==> src/lljd_pkg.sv <==
// package for the least-load job dispatcher
// widths, reset values, status and function codes shared by the interfaces and the core
// no dependencies
package lljd_pkg;

  localparam int SLICE_W    = 27;
  localparam int COST_W     = 16;
  localparam int LOAD_OUT_W = 30;
  localparam int CFG_IDX_W  = 2;

  localparam int NUM_QUEUES_DEF      = 4;
  localparam int SLOTS_PER_QUEUE_DEF = 8;

  localparam logic [SLICE_W-1:0]    SLICE_MAX = SLICE_W'(100000000);
  localparam logic [LOAD_OUT_W-1:0] LOAD_MAX  = LOAD_OUT_W'(800000000);

  localparam logic [SLICE_W-1:0] SLICE_ONE_RST   = SLICE_W'(6000000);
  localparam logic [SLICE_W-1:0] SLICE_TWO_RST   = SLICE_W'(4000000);
  localparam logic [SLICE_W-1:0] SLICE_THREE_RST = SLICE_W'(2000000);
  localparam logic [COST_W-1:0]  ZERO_COST_RST   = COST_W'(999);

  typedef enum logic [CFG_IDX_W-1:0] {
    CFG_SLICE_ONE   = 2'd0,
    CFG_SLICE_TWO   = 2'd1,
    CFG_SLICE_THREE = 2'd2,
    CFG_ZERO_COST   = 2'd3
  } cfg_idx_e;

  typedef enum logic {
    FUNC_SUBMIT   = 1'b0,
    FUNC_COMPLETE = 1'b1
  } func_e;

  typedef enum logic [1:0] {
    PRIO_ZERO  = 2'd0,
    PRIO_ONE   = 2'd1,
    PRIO_TWO   = 2'd2,
    PRIO_THREE = 2'd3
  } prio_e;

  typedef enum logic [1:0] {
    STAT_PLACED    = 2'd0,
    STAT_ALL_FULL  = 2'd1,
    STAT_FREED     = 2'd2,
    STAT_IDLE_SLOT = 2'd3
  } status_e;

endpackage

==> src/lljd_if.sv <==
// channel interfaces of the least-load job dispatcher: job word in, result word out
// depends on lljd_pkg
interface lljd_job_if;
  logic       valid;
  logic       ready;
  logic       func;
  logic [1:0] priority_req;
  logic [1:0] done_queue;
  logic [2:0] done_slot;

  modport source (output valid, func, priority_req, done_queue, done_slot, input ready);
  modport sink   (input valid, func, priority_req, done_queue, done_slot, output ready);
endinterface

interface lljd_res_if;
  logic                                valid;
  logic                                ready;
  logic [1:0]                          status;
  logic [1:0]                          chosen_queue;
  logic [2:0]                          chosen_slot;
  logic [lljd_pkg::SLICE_W-1:0]        given_slice;
  logic [lljd_pkg::LOAD_OUT_W-1:0]     winning_load;

  modport source (output valid, status, chosen_queue, chosen_slot, given_slice, winning_load,
                  input ready);
  modport sink   (input valid, status, chosen_queue, chosen_slot, given_slice, winning_load,
                  output ready);
endinterface

==> src/lljd_ram.sv <==
// generic single-write, single-read ram with registered read data
// no dependencies
module lljd_ram #(
  parameter int WIDTH = 8,
  parameter int DEPTH = 32,
  localparam int AW   = (DEPTH > 1) ? $clog2(DEPTH) : 1
) (
  input  logic             clk_i,
  input  logic             we_i,
  input  logic [AW-1:0]    waddr_i,
  input  logic [WIDTH-1:0] wdata_i,
  input  logic             re_i,
  input  logic [AW-1:0]    raddr_i,
  output logic [WIDTH-1:0] rdata_o
);

  logic [WIDTH-1:0] mem_q [DEPTH];

  always_ff @(posedge clk_i) begin
    if (we_i) begin
      mem_q[waddr_i] <= wdata_i;
    end
    if (re_i) begin
      rdata_o <= mem_q[raddr_i];
    end
  end

endmodule

==> src/least_load_job_dispatcher_core.sv <==
// Least-load job dispatcher. A submit word maps its priority to a time slice and walks every
// slot of every queue, one slot per cycle through the slice ram read port, summing each queue's
// load and keeping the least loaded queue that still has a free slot (lowest index on ties);
// the job then takes that queue's first free slot. A complete word frees the named slot.
// A submit walks the slots through the single slice ram read port, whose read data is
// registered, and then updates the slot state and result in a finish state; a complete goes
// straight to that finish state. One word is handled at a time; the result register holds a
// finished result until taken, and a new word is accepted meanwhile.
// depends on lljd_pkg, lljd_if, lljd_ram
module least_load_job_dispatcher_core #(
  parameter int NUM_QUEUES      = lljd_pkg::NUM_QUEUES_DEF,
  parameter int SLOTS_PER_QUEUE = lljd_pkg::SLOTS_PER_QUEUE_DEF
) (
  input  logic                               clk_i,
  input  logic                               rst_ni,
  input  logic                               cfg_we_i,
  input  logic [lljd_pkg::CFG_IDX_W-1:0]     cfg_idx_i,
  input  logic [lljd_pkg::SLICE_W-1:0]       cfg_data_i,
  lljd_job_if.sink                           job_i,
  lljd_res_if.source                         res_o
);

  localparam int NS  = NUM_QUEUES * SLOTS_PER_QUEUE;
  localparam int AW  = (NS > 1) ? $clog2(NS) : 1;
  localparam int QW  = (NUM_QUEUES > 1) ? $clog2(NUM_QUEUES) : 1;
  localparam int SW  = (SLOTS_PER_QUEUE > 1) ? $clog2(SLOTS_PER_QUEUE) : 1;
  localparam int FW  = $clog2(SLOTS_PER_QUEUE + 1);
  localparam int LW  = (lljd_pkg::SLICE_W + SW > lljd_pkg::LOAD_OUT_W) ?
                       lljd_pkg::SLICE_W + SW : lljd_pkg::LOAD_OUT_W;
  localparam int SLW = lljd_pkg::SLICE_W;

  typedef enum logic [1:0] {
    S_IDLE,
    S_WALK,
    S_FIN
  } state_e;

  state_e state_q;

  // configuration
  logic [SLW-1:0]                  slice_one_q, slice_two_q, slice_three_q;
  logic [lljd_pkg::COST_W-1:0]     cost_q;

  // latched word
  logic                            func_q;
  logic [SLW-1:0]                  slice_q;
  logic [1:0]                      dq_q;
  logic [2:0]                      ds_q;
  logic                            comp_ok_q;
  logic [AW-1:0]                   comp_addr_q;

  // walk
  logic [AW-1:0]                   rd_addr_q;
  logic                            issue_done_q;
  logic                            acc_vld_q;
  logic [AW-1:0]                   acc_addr_q;
  logic [SW-1:0]                   acc_slot_q;
  logic [QW-1:0]                   acc_queue_q;
  logic [LW-1:0]                   load_q;
  logic                            has_ff_q;
  logic [SW-1:0]                   ff_q;
  logic [AW-1:0]                   ff_addr_q;
  logic                            found_q;
  logic [LW-1:0]                   best_load_q;
  logic [QW-1:0]                   best_q;
  logic [SW-1:0]                   best_slot_q;
  logic [AW-1:0]                   best_addr_q;

  // slot state
  logic                            busy_q [NS];
  logic [FW-1:0]                   fill_q [NUM_QUEUES];

  // result register
  logic                            out_vld_q;
  logic [1:0]                      out_status_q;
  logic [1:0]                      out_queue_q;
  logic [2:0]                      out_slot_q;
  logic [SLW-1:0]                  out_slice_q;
  logic [lljd_pkg::LOAD_OUT_W-1:0] out_load_q;

  logic [SLW-1:0]                  rd_data;
  logic                            issuing;
  logic                            accept;
  logic                            out_free;
  logic                            acc_busy;
  logic [LW-1:0]                   add_val;
  logic [LW-1:0]                   load_sum;
  logic                            cur_free;
  logic [SW-1:0]                   ff_cur;
  logic [AW-1:0]                   ff_addr_cur;
  logic                            last_slot;
  logic                            q_full;
  logic                            better;
  logic                            ram_we;
  logic [SLW-1:0]                  map_raw;
  logic [SLW-1:0]                  map_slice;
  logic                            comp_hit;
  logic [QW-1:0]                   comp_q;
  logic [lljd_pkg::LOAD_OUT_W-1:0] load_sat;

  assign accept   = job_i.valid && job_i.ready;
  assign out_free = !out_vld_q || res_o.ready;
  assign issuing  = (state_q == S_WALK) && !issue_done_q;

  always_comb begin
    case (lljd_pkg::prio_e'(job_i.priority_req))
      lljd_pkg::PRIO_ONE:   map_raw = slice_one_q;
      lljd_pkg::PRIO_TWO:   map_raw = slice_two_q;
      lljd_pkg::PRIO_THREE: map_raw = slice_three_q;
      default:              map_raw = '0;
    endcase
    map_slice = (map_raw > lljd_pkg::SLICE_MAX) ? lljd_pkg::SLICE_MAX : map_raw;
  end

  // per-slot accumulate and queue compare
  assign acc_busy    = busy_q[acc_addr_q];
  assign add_val     = !acc_busy ? '0 :
                       (rd_data != '0) ? LW'(rd_data) : LW'(cost_q);
  assign load_sum    = load_q + add_val;
  assign cur_free    = !acc_busy && !has_ff_q;
  assign ff_cur      = has_ff_q ? ff_q : acc_slot_q;
  assign ff_addr_cur = has_ff_q ? ff_addr_q : acc_addr_q;
  assign last_slot   = (acc_slot_q == SW'(SLOTS_PER_QUEUE - 1));
  assign q_full      = (fill_q[acc_queue_q] == FW'(SLOTS_PER_QUEUE));
  assign better      = !q_full && (!found_q || (load_sum < best_load_q));

  assign ram_we   = (state_q == S_FIN) && out_free && (func_q == lljd_pkg::FUNC_SUBMIT) &&
                    found_q;
  assign comp_hit = comp_ok_q && busy_q[comp_addr_q];
  assign comp_q   = QW'(dq_q);
  assign load_sat = (best_load_q > LW'(lljd_pkg::LOAD_MAX)) ? lljd_pkg::LOAD_MAX :
                    lljd_pkg::LOAD_OUT_W'(best_load_q);

  lljd_ram #(
    .WIDTH (SLW),
    .DEPTH (NS)
  ) u_slice_ram (
    .clk_i   (clk_i),
    .we_i    (ram_we),
    .waddr_i (best_addr_q),
    .wdata_i (slice_q),
    .re_i    (issuing),
    .raddr_i (rd_addr_q),
    .rdata_o (rd_data)
  );

  always_ff @(posedge clk_i or negedge rst_ni) begin
    if (!rst_ni) begin
      state_q       <= S_IDLE;
      slice_one_q   <= lljd_pkg::SLICE_ONE_RST;
      slice_two_q   <= lljd_pkg::SLICE_TWO_RST;
      slice_three_q <= lljd_pkg::SLICE_THREE_RST;
      cost_q        <= lljd_pkg::ZERO_COST_RST;
      func_q        <= lljd_pkg::FUNC_SUBMIT;
      slice_q       <= '0;
      dq_q          <= '0;
      ds_q          <= '0;
      comp_ok_q     <= 1'b0;
      comp_addr_q   <= '0;
      rd_addr_q     <= '0;
      issue_done_q  <= 1'b0;
      acc_vld_q     <= 1'b0;
      acc_addr_q    <= '0;
      acc_slot_q    <= '0;
      acc_queue_q   <= '0;
      load_q        <= '0;
      has_ff_q      <= 1'b0;
      ff_q          <= '0;
      ff_addr_q     <= '0;
      found_q       <= 1'b0;
      best_load_q   <= '0;
      best_q        <= '0;
      best_slot_q   <= '0;
      best_addr_q   <= '0;
      for (int i = 0; i < NS; i++) begin
        busy_q[i] <= 1'b0;
      end
      for (int i = 0; i < NUM_QUEUES; i++) begin
        fill_q[i] <= '0;
      end
      out_vld_q    <= 1'b0;
      out_status_q <= '0;
      out_queue_q  <= '0;
      out_slot_q   <= '0;
      out_slice_q  <= '0;
      out_load_q   <= '0;
    end else begin
      if (cfg_we_i) begin
        unique case (lljd_pkg::cfg_idx_e'(cfg_idx_i))
          lljd_pkg::CFG_SLICE_ONE:   slice_one_q   <= cfg_data_i;
          lljd_pkg::CFG_SLICE_TWO:   slice_two_q   <= cfg_data_i;
          lljd_pkg::CFG_SLICE_THREE: slice_three_q <= cfg_data_i;
          lljd_pkg::CFG_ZERO_COST:   cost_q        <= cfg_data_i[lljd_pkg::COST_W-1:0];
          default: ;
        endcase
      end

      if (out_vld_q && res_o.ready) begin
        out_vld_q <= 1'b0;
      end

      acc_vld_q  <= issuing;
      acc_addr_q <= rd_addr_q;
      if (issuing) begin
        rd_addr_q <= rd_addr_q + AW'(1);
        if (rd_addr_q == AW'(NS - 1)) begin
          issue_done_q <= 1'b1;
        end
      end

      if (acc_vld_q) begin
        if (last_slot) begin
          if (better) begin
            found_q     <= 1'b1;
            best_load_q <= load_sum;
            best_q      <= acc_queue_q;
            best_slot_q <= ff_cur;
            best_addr_q <= ff_addr_cur;
          end
          load_q      <= '0;
          has_ff_q    <= 1'b0;
          acc_slot_q  <= '0;
          acc_queue_q <= acc_queue_q + QW'(1);
        end else begin
          load_q <= load_sum;
          if (cur_free) begin
            has_ff_q  <= 1'b1;
            ff_q      <= acc_slot_q;
            ff_addr_q <= acc_addr_q;
          end
          acc_slot_q <= acc_slot_q + SW'(1);
        end
      end

      unique case (state_q)
        S_IDLE: begin
          if (accept) begin
            func_q      <= job_i.func;
            slice_q     <= map_slice;
            dq_q        <= job_i.done_queue;
            ds_q        <= job_i.done_slot;
            comp_ok_q   <= (int'(job_i.done_queue) < NUM_QUEUES) &&
                           (int'(job_i.done_slot) < SLOTS_PER_QUEUE);
            comp_addr_q <= AW'(int'(job_i.done_queue) * SLOTS_PER_QUEUE +
                               int'(job_i.done_slot));
            rd_addr_q    <= '0;
            issue_done_q <= 1'b0;
            acc_slot_q   <= '0;
            acc_queue_q  <= '0;
            load_q       <= '0;
            has_ff_q     <= 1'b0;
            found_q      <= 1'b0;
            if (job_i.func == lljd_pkg::FUNC_SUBMIT) begin
              state_q <= S_WALK;
            end else begin
              state_q <= S_FIN;
            end
          end
        end
        S_WALK: begin
          // last slot has been summed and compared
          if (acc_vld_q && (acc_addr_q == AW'(NS - 1))) begin
            state_q <= S_FIN;
          end
        end
        S_FIN: begin
          if (out_free) begin
            out_vld_q <= 1'b1;
            state_q   <= S_IDLE;
            if (func_q == lljd_pkg::FUNC_SUBMIT) begin
              if (found_q) begin
                busy_q[best_addr_q] <= 1'b1;
                fill_q[best_q]      <= fill_q[best_q] + FW'(1);
                out_status_q        <= lljd_pkg::STAT_PLACED;
                out_queue_q         <= 2'(best_q);
                out_slot_q          <= 3'(best_slot_q);
                out_slice_q         <= slice_q;
                out_load_q          <= load_sat;
              end else begin
                out_status_q <= lljd_pkg::STAT_ALL_FULL;
                out_queue_q  <= '0;
                out_slot_q   <= '0;
                out_slice_q  <= '0;
                out_load_q   <= '0;
              end
            end else begin
              out_queue_q <= dq_q;
              out_slot_q  <= ds_q;
              out_slice_q <= '0;
              out_load_q  <= '0;
              if (comp_hit) begin
                busy_q[comp_addr_q] <= 1'b0;
                if (fill_q[comp_q] != '0) begin
                  fill_q[comp_q] <= fill_q[comp_q] - FW'(1);
                end
                out_status_q <= lljd_pkg::STAT_FREED;
              end else begin
                out_status_q <= lljd_pkg::STAT_IDLE_SLOT;
              end
            end
          end
        end
        default: state_q <= S_IDLE;
      endcase
    end
  end

  assign job_i.ready        = (state_q == S_IDLE);
  assign res_o.valid        = out_vld_q;
  assign res_o.status       = out_status_q;
  assign res_o.chosen_queue = out_queue_q;
  assign res_o.chosen_slot  = out_slot_q;
  assign res_o.given_slice  = out_slice_q;
  assign res_o.winning_load = out_load_q;

endmodule
==> src/flat_wrapper.sv <==
// flat-port wrapper written by rule: the top's interface ports become plain ports
module least_load_job_dispatcher_core_flat 
#(
  parameter int NUM_QUEUES      = lljd_pkg::NUM_QUEUES_DEF,
  parameter int SLOTS_PER_QUEUE = lljd_pkg::SLOTS_PER_QUEUE_DEF
)
  (clk_i, rst_ni, cfg_we_i, cfg_idx_i, cfg_data_i, job_i_valid, job_i_func, job_i_priority_req, job_i_done_queue, job_i_done_slot, job_i_ready, res_o_valid, res_o_status, res_o_chosen_queue, res_o_chosen_slot, res_o_given_slice, res_o_winning_load, res_o_ready);
  lljd_job_if job_i_i ();
  lljd_res_if res_o_i ();
  input  logic clk_i;
  input  logic rst_ni;
  input  logic cfg_we_i;
  input  logic [lljd_pkg::CFG_IDX_W-1:0] cfg_idx_i;
  input  logic [lljd_pkg::SLICE_W-1:0] cfg_data_i;
  input wire logic [$bits(job_i_i.valid)-1:0] job_i_valid;
  input wire logic [$bits(job_i_i.func)-1:0] job_i_func;
  input wire logic [$bits(job_i_i.priority_req)-1:0] job_i_priority_req;
  input wire logic [$bits(job_i_i.done_queue)-1:0] job_i_done_queue;
  input wire logic [$bits(job_i_i.done_slot)-1:0] job_i_done_slot;
  output wire logic [$bits(job_i_i.ready)-1:0] job_i_ready;
  output wire logic [$bits(res_o_i.valid)-1:0] res_o_valid;
  output wire logic [$bits(res_o_i.status)-1:0] res_o_status;
  output wire logic [$bits(res_o_i.chosen_queue)-1:0] res_o_chosen_queue;
  output wire logic [$bits(res_o_i.chosen_slot)-1:0] res_o_chosen_slot;
  output wire logic [$bits(res_o_i.given_slice)-1:0] res_o_given_slice;
  output wire logic [$bits(res_o_i.winning_load)-1:0] res_o_winning_load;
  input wire logic [$bits(res_o_i.ready)-1:0] res_o_ready;
  assign job_i_i.valid = job_i_valid;
  assign job_i_i.func = job_i_func;
  assign job_i_i.priority_req = job_i_priority_req;
  assign job_i_i.done_queue = job_i_done_queue;
  assign job_i_i.done_slot = job_i_done_slot;
  assign job_i_ready = job_i_i.ready;
  assign res_o_valid = res_o_i.valid;
  assign res_o_status = res_o_i.status;
  assign res_o_chosen_queue = res_o_i.chosen_queue;
  assign res_o_chosen_slot = res_o_i.chosen_slot;
  assign res_o_given_slice = res_o_i.given_slice;
  assign res_o_winning_load = res_o_i.winning_load;
  assign res_o_i.ready = res_o_ready;
  least_load_job_dispatcher_core #(.NUM_QUEUES(NUM_QUEUES), .SLOTS_PER_QUEUE(SLOTS_PER_QUEUE)) u_core (.clk_i(clk_i), .rst_ni(rst_ni), .cfg_we_i(cfg_we_i), .cfg_idx_i(cfg_idx_i), .cfg_data_i(cfg_data_i), .job_i(job_i_i), .res_o(res_o_i));
endmodule
==> config.mk <==
export PLATFORM = sky130hd
export DESIGN_NAME = least_load_job_dispatcher_core_flat
export DESIGN_NICKNAME = d
export VERILOG_FILES = /design/src/lljd_pkg.sv /design/src/lljd_if.sv /design/src/lljd_ram.sv /design/src/least_load_job_dispatcher_core.sv /design/src/flat_wrapper.sv
export SDC_FILE = /design/constraint.sdc
export NUM_CORES = 2
export LEC_CHECK = 0
export ABC_AREA = 0
export BUFFER_PORTS_ARGS = -buffer_cell sky130_fd_sc_hd__buf_4
export CORE_MARGIN = 5
export CORE_UTILIZATION = 44
export CTS_CLUSTER_SIZE = 8
export DETAILED_ROUTE_END_ITERATION = 8
export SETUP_SLACK_MARGIN = 0.4
export SLEW_MARGIN = 20
export SYNTH_ARGS = -nofsm -noshare
export SYNTH_HDL_FRONTEND = slang
export SYNTH_SLANG_ARGS = --single-unit
==> constraint.sdc <==
create_clock -name clk_i -period 6.2 [get_ports clk_i]
set_input_delay 1.24 -clock clk_i [delete_from_list [all_inputs] [get_ports clk_i]]
set_output_delay 1.24 -clock clk_i [all_outputs]
set_load 0.03 [all_outputs]
# Word level (Yosys, flattened, before mapping)
# Memories as Yosys holds them, arrays and structs flattened. A register that Yosys moved wholly into a read port is not among the register bits.
# Cells that the tools add are included.
# op_classes
mul	0
addsub	7
n_div	0
bitwise	11
eq_ne	17
shift	0
n_reduce_logical	38
n_mux	89
order_cmp	13
# op_table
cell	count
30-bit 2-to-1 mux	8
27-bit 2-to-1 mux	4
32-bit 2-to-1 mux	3
27-bit one-hot mux with 3 select lines	1
16-bit 2-to-1 mux	4
32-bit AND	1
16-bit bitwise mux	2
4-bit 2-to-1 mux	8
32-bit NOT	1
32-bit OR	1
30-bit adder	1
30-bit greater-than comparator (second input constant)	1
30-bit less-than comparator	1
27-bit greater-than comparator (second input constant)	1
1-bit 2-to-1 mux	27
27-bit nonzero test	1
4-bit binary-select mux with 2-bit select	3
2-bit 2-to-1 mux	11
3-bit 2-to-1 mux	7
5-bit 2-to-1 mux	4
6-bit greater-or-equal comparator (second input constant)	3
5-bit NOT with 6-bit output	3
4-bit demux with 2-bit select	2
1-bit logical AND	14
30 further kinds	63
# word_totals
ram_bits	864
mem_bits_ro	0
inputBits	42
memories	1
ff_bits	348
out_inout_bits	66
latchBits	0
elab_cells	244
# memory_table
name	depth	word_bits	read_ports	rd_ports_with_merged_regs	wr	line	source
u_core.u_slice_ram.mem_q	32	27	1	1	1	lljd_ram.sv:17	logic [WIDTH-1:0] mem_q [DEPTH];

# Logic depth before layout (Yosys ltp)
# logic_depth
depth_word	14
depth_mapped	27
depth_no_buf	24

# Hierarchy
# A second synthesis with hierarchy kept.
# unflattened
hier_cells	3498
area_unflattened_um2	52113.7
# modules_own_cells
mod	n_inst	seq_area_each_um2	cells_per_inst	area_per_inst_um2
lljd_ram	1	26755.7	1915	34493.1
least_load_job_dispatcher_core	1	8623.3	1583	17620.6

# Worst setup path after synthesis
# OpenSTA, ideal clock, no wires.
# synth_timing
path_kind	reg-to-reg
from	reg u_core.acc_addr_q[0]
to	reg u_core.best_load_q[23]
stages_incl_launch_ff	24
required_time_ns	6.075
arrival_time_ns	6.503
n_path_buf	4
setup_ns	0.125
setup_slack_ns	-0.428
synth_period_minus_slack_ns	6.628
path_cell_list	dfrtp_1 > buf_1 > mux4_2 > mux4_2 > mux2i_1 > buf_2 > buf_2 > nor2_1 > ha_1 > a21o_1 > a21oi_1 > a21oi_1 > o41ai_2 > a31oi_1 > a31o_2 > xor2_1 > ha_1 > nand2_1 > nor3_1 > nand2_1 > or3_1 > o31ai_1 > clkbuf_1 > mux2_2
# synth_between
elab_chain_len	10
# synth_lines
item	line	source
start, declared	least_load_job_dispatcher_core.sv:56	logic [AW-1:0] acc_addr_q;
start signal, assigned	least_load_job_dispatcher_core.sv:203	acc_addr_q <= rd_addr_q;
5-bit NOT with 6-bit output (not written as such)	least_load_job_dispatcher_core.sv:116	assign acc_busy = busy_q[acc_addr_q];
1-bit binary-select mux with 5-bit select	least_load_job_dispatcher_core.sv:116	
1-bit 2-to-1 mux (not written as such) (2 in a row)	least_load_job_dispatcher_core.sv:116	
30-bit 2-to-1 mux	least_load_job_dispatcher_core.sv:117	assign add_val = !acc_busy ? '0 :
30-bit adder	least_load_job_dispatcher_core.sv:119	assign load_sum = load_q + add_val;
via u_core.load_sum[25]	least_load_job_dispatcher_core.sv:87	logic [LW-1:0] load_sum;
30-bit less-than comparator	least_load_job_dispatcher_core.sv:125	assign better = !q_full && (!found_q || (load_sum < best_load_q));
1-bit logical OR	least_load_job_dispatcher_core.sv:125	
1-bit logical AND	least_load_job_dispatcher_core.sv:125	
3-bit AND reduction (no source line)	--	
end signal, assigned	least_load_job_dispatcher_core.sv:215	best_load_q <= load_sum;
end, declared	least_load_job_dispatcher_core.sv:64	logic [LW-1:0] best_load_q;
# The timed path passes the listed nets, and every way through them passes these cells. The select of a mux whose other input is x is not followed.
# A chain may end at the register's enable or synchronous reset.

# Worst setup path after layout
# layout_timing
from	reg u_core.acc_addr_q[0]
to	reg u_core.best_load_q[18]
# The elaborated chain is that of the path after synthesis.

==> run_summary.xml <==
<?xml version="1.0" encoding="UTF-8"?>
<metrics>
  <group name="logic_synthesis">
    <metric name="synth.cell_area" unit="µm²">51000</metric>
    <metric name="asyncSetResetFlopFracSynth" unit="%">27.8</metric>
    <metric name="yosys.area.top_type" unit="">edfxtp_1</metric>
    <metric name="yosys-top-cells-area" unit="">edfxtp_1 (52%), dfrtp_1 (15%), mux4_2 (13%)</metric>
    <metric name="seq_area_frac_synth" unit="%">69.3</metric>
    <metric name="yosys.cell_types.count" unit="">68</metric>
    <metric name="ys_dominant_reg_cell" unit="">edfxtp_1</metric>
    <metric name="number_of_enable_type_register_cells_in_the_synthesized_netlist" unit="">891</metric>
    <metric name="synth.ff_latch_count" unit="">1234</metric>
    <metric name="ys.warnings.count" unit="">0</metric>
    <metric name="share_of_the_synthesized_area_in_the_top_cell_type" unit="%">52.4</metric>
    <metric name="syn-instance-count" unit="">2864</metric>
    <metric name="synthesis.nets" unit="">2970</metric>
    <metric name="post_synth.cell_area_avg" unit="µm²">17.8</metric>
  </group>
  <group name="global_route">
    <metric name="first_pass_grt_wire_length" unit="mm">201</metric>
    <metric name="grt_pass1_vias" unit="">29518</metric>
    <metric name="grt_max_degree" unit="">150</metric>
    <metric name="globalRoute.totalOverflow" unit="">0</metric>
    <metric name="grt_antenna_before_repair" unit="">2</metric>
    <metric name="grtUsageTotal" unit="%">22.3</metric>
  </group>
  <group name="critical_path">
    <metric name="r2r_path_start" unit="">u_core.acc_addr_q[0]</metric>
    <metric name="critPathMostFrequentCell" unit="">buf_6</metric>
    <metric name="kind_of_launch_point_of_the_worst_setup_path" unit="">flip-flop</metric>
    <metric name="timing.critical_path.arrival" unit="ns">6.66</metric>
    <metric name="cp-end-kind" unit="">flip-flop</metric>
    <metric name="cp_max_fo" unit="">5</metric>
    <metric name="criticalPathCategory" unit="">flip-flop to flip-flop</metric>
    <metric name="slowest_delay" unit="ns">0.52</metric>
    <metric name="req_time_crit_path" unit="ns">6.82</metric>
    <metric name="ff2ff_path_depth" unit="">30</metric>
    <metric name="ff2ff_setup_slack" unit="ns">0.15</metric>
    <metric name="crit-reg2reg-capture" unit="">u_core.best_load_q[18]</metric>
    <metric name="timing.critical_path.slowest_stage_cell" unit="">mux4_2</metric>
  </group>
  <group name="sta">
    <metric name="finalCritPeriodShare" unit="%">97.5</metric>
    <metric name="report.final.slew_viol_count" unit="">0</metric>
    <metric name="worst_slack" unit="ns">0.154</metric>
    <metric name="max_slew.worst_pin.slew" unit="ns">1.17</metric>
    <metric name="relSlewSlack" unit="%">21.8</metric>
    <metric name="skew" unit="ns">0.0440</metric>
    <metric name="fmax" unit="MHz">165</metric>
    <metric name="finalSetupViolCount" unit="">0</metric>
    <metric name="layout_min_cycle_time" unit="ns">6.05</metric>
    <metric name="final_hold_viol_count" unit="">0</metric>
    <metric name="grt_setup_unrepaired" unit="">true</metric>
  </group>
  <group name="drt">
    <metric name="drtIter0Drc" unit="">2680</metric>
    <metric name="ant_nets" unit="">0</metric>
    <metric name="vias" unit="">28559</metric>
    <metric name="vias_per_cell" unit="">5.94</metric>
    <metric name="detailedRoute.firstPassIterationCount" unit="">5</metric>
    <metric name="drt-total-wl" unit="mm">137</metric>
    <metric name="wl_per_cell" unit="µm">28.5</metric>
    <metric name="detail_route.drc_violations" unit="">0</metric>
  </group>
  <group name="layout">
    <metric name="final.fill_count" unit="">9219</metric>
    <metric name="drive_gt1_share" unit="%">35.4</metric>
    <metric name="post-route-cell-area" unit="µm²">60800</metric>
    <metric name="syn2layout_area_growth" unit="%">19.2</metric>
    <metric name="layout.area.seq" unit="µm²">35400</metric>
    <metric name="layout.nets" unit="">3305</metric>
    <metric name="final_non_filler_cells" unit="">4804</metric>
    <metric name="multi_input_area" unit="µm²">15700</metric>
  </group>
  <group name="worst_hold_path">
    <metric name="hold_class" unit="">flip-flop to flip-flop</metric>
    <metric name="min_delay_worst_endpoint" unit="">u_core.res_o.winning_load[24]</metric>
    <metric name="timing.hold.worst_path_depth" unit="">2</metric>
    <metric name="worstHoldStart" unit="">u_core.res_o.winning_load[24]</metric>
  </group>
  <group name="clock_tree">
    <metric name="clock_insertion_delay_worst_skew" unit="ns">0.76</metric>
    <metric name="max-clock-path-buffers" unit="">3</metric>
    <metric name="cts.hold.buffers_added" unit="">0</metric>
    <metric name="tritoncts_clock_tree" unit="">done</metric>
    <metric name="ctsHtreeMaxLevel" unit="">4</metric>
    <metric name="cts.root.buffer_cell" unit="">clkbuf_16</metric>
    <metric name="cts_num_sinks" unit="">1234</metric>
    <metric name="clk_transition_reported_paths" unit="ns">0.05</metric>
    <metric name="cts_made_buffers" unit="">172</metric>
  </group>
  <group name="power_and_ir_drop">
    <metric name="power_density" unit="nW/µm²">450</metric>
    <metric name="max-vdd-ir-drop" unit="mV">0.256</metric>
    <metric name="total_leakage_power" unit="nW">21.9</metric>
    <metric name="post-layout-total-power" unit="mW">27.4</metric>
  </group>
  <group name="placement">
    <metric name="preCtsSetupSlack" unit="ns">-0.0342</metric>
    <metric name="detailedPlacementHpwl" unit="mm">80.9</metric>
    <metric name="detailed_place.area" unit="µm²">54900</metric>
    <metric name="io_buffers" unit="">107</metric>
    <metric name="gp_routability_congestion" unit="">0.846</metric>
    <metric name="post-place-cells" unit="">4505</metric>
  </group>
  <group name="flow_run">
    <metric name="max_cap_violations" unit="">0</metric>
  </group>
  <group name="floorplanning">
    <metric name="initial_core_util" unit="%">44.1</metric>
    <metric name="io_pins" unit="">108</metric>
    <metric name="core" unit="µm²">116000</metric>
    <metric name="placement_rows" unit="">125</metric>
    <metric name="die_height" unit="µm">351</metric>
    <metric name="die-area" unit="µm²">123000</metric>
    <metric name="die_width" unit="µm">351</metric>
  </group>
  <group name="run_status">
    <metric name="run_status" unit="">finished, final reports clean</metric>
  </group>
</metrics>
-- kinds of logic after synthesis --
family,after synthesis,synth area share (%)
DFF,1234,69.3
and+or+nand+nor,443,4.12
muxes,513,17.9
AOI/OAI and AO/OA,378,5.00
buffers and inverters,198,1.52
adders and majority gates,64,1.58
xor gates and xnor gates,34,0.584
-- final cells by class --
type                       instances  share of cell area, %
clock buffer                     239                   7.56
tap                             1524                   3.13
antenna                            2                0.00823
inverter                          50                  0.309
multi-input combinational       1432                   25.9
clock inverter                    14                  0.434
timing repair buffer             309                   4.48
sequential                      1234                   58.2
-- metal layers --
| metal | global-route usage, % | vias up | wire (µm) |
|---|---|---|---|
| li1 | - | 12055 | - |
| met1 | 32.9 | 15273 | 60800 |
| met2 | 35.1 | 1065 | 65000 |
| met3 | 3.77 | 166 | 8990 |
| met4 | 5.27 | 0 | 2330 |
| met5 | 0 | - | 0 |
-- layout by cell type (no fill, tap or decap), drive strengths merged, types with 5 or more instances in the layout --
cell / synthesis / final
edfxtp: 891 / 891
dfrtp: 311 / 311
buf: 53 / 308
mux4: 298 / 298
clkbuf: 95 / 240
mux2: 201 / 201
nor2: 140 / 140
nand2: 131 / 131
a21oi: 94 / 94
a22o: 91 / 91
o21ai: 76 / 76
ha: 63 / 63
inv: 49 / 55
nor2b: 42 / 42
dfstp: 32 / 32
xnor2: 21 / 21
nand3: 19 / 19
nand4: 18 / 18
o22ai: 18 / 18
a21o: 16 / 16
nor3: 16 / 16
nand2b: 15 / 15
nand3b: 15 / 15
mux2i: 14 / 14
o22a: 13 / 13
xor2: 13 / 13
nor4: 12 / 12
o21a: 10 / 10
a22oi: 9 / 9
clkinv: 1 / 9
a31oi: 8 / 8
a211oi: 7 / 7
or3: 7 / 7
o211ai: 5 / 5
nor4b: 5 / 5
and3: 5 / 5
or2: 5 / 5
nor3b: 5 / 5
-- where the power goes --
group,total (mW),internal (mW),switching (mW)
sequential,11.9,10.3,1.52
clock,8.52,5.11,3.42
combinational,6.99,3.51,3.48
total,27.4,18.9,8.42
-- Yosys cell counts (7+ instances only) --
| master | n |
|---|---|
| a211oi_1 | 7 |
| a21o_1 | 16 |
| a21oi_1 | 94 |
| a22o_1 | 91 |
| a22oi_1 | 9 |
| a31oi_1 | 8 |
| buf_1 | 39 |
| buf_2 | 11 |
| clkbuf_1 | 95 |
| dfrtp_1 | 311 |
| dfstp_2 | 32 |
| edfxtp_1 | 891 |
| ha_1 | 63 |
| inv_1 | 49 |
| mux2_2 | 198 |
| mux2i_1 | 14 |
| mux4_2 | 298 |
| nand2_1 | 131 |
| nand2b_1 | 15 |
| nand3_1 | 19 |
| nand3b_1 | 15 |
| nand4_1 | 18 |
| nor2_1 | 140 |
| nor2b_1 | 42 |
| nor3_1 | 15 |
| nor4_1 | 12 |
| o21a_1 | 10 |
| o21ai_0 | 76 |
| o22a_1 | 13 |
| o22ai_1 | 18 |
| or3_1 | 7 |
| xnor2_1 | 21 |
| xor2_1 | 13 |
-- through the flow --
step	util (%)	hold WS [ns]	setup TNS, ns
finish	52.6	0.470	0
global route	52.6	0.495	-1.27
CTS	52.3	0.468	0
detailed placement	47.5	0.454	-0.468
global placement	47.5	0.451	-0.000580
floorplan	-	0.370	0
-- what timing repair did --
action	4_1_cts	5_1_grt
pin swaps	45	12
gates cloned	3	1
resized for setup	93	44
setup endpoints to repair	40	40
buffers inserted	32	8
-- registers in the layout (all words and copies together), names as in the netlist, 3 cells and up --
signal                      cells
u_core.res_o.given_slice       27
u_core.ff_q                     3
u_core.slice_one_q             27
u_core.best_slot_q              3
u_core.u_slice_ram.rdata_o     27
u_core.cost_q                  16
u_core.best_load_q             30
u_core.u_slice_ram.mem_q      864
u_core.fill_q                  16
u_core.rd_addr_q                5
u_core.acc_addr_q               5
u_core.busy_q                  32
u_core.slice_two_q             27
u_core.res_o.winning_load      30
u_core.slice_three_q           27
u_core.best_addr_q              5
u_core.ff_addr_q                5
u_core.load_q                  30
u_core.slice_q                 27
u_core.comp_addr_q              5
u_core.acc_slot_q               3
u_core.res_o.chosen_slot        3
-- worst max-delay path by stage --
stage          cells past startpoint                     end  slack (ns)                 start
3_5_place_dp                      26   u_core.best_slot_q[1]       -0.03  u_core.acc_addr_q[0]
4_1_cts                           29  u_core.best_load_q[18]        0.25  u_core.acc_addr_q[0]
6_report                          30  u_core.best_load_q[18]        0.15  u_core.acc_addr_q[0]
3_3_place_gp                      26   u_core.best_addr_q[4]     -0.0006  u_core.acc_addr_q[0]
2_1_floorplan                     25  u_core.best_load_q[23]        0.41  u_core.acc_addr_q[0]
5_1_grt                           29   u_core.best_addr_q[2]       -0.07  u_core.acc_addr_q[0]
-- critical path, delay by kind of cell (launching register included) --
kind            cells  cell delay [ns]
compound gates      9             1.54
mux                 4             1.53
buf+inv            11             1.40
fa+ha+maj           2             0.52
flops               1             0.38
simple gates        3             0.35
xor+xnor            1             0.17
(Power assumes the default switching activity.)
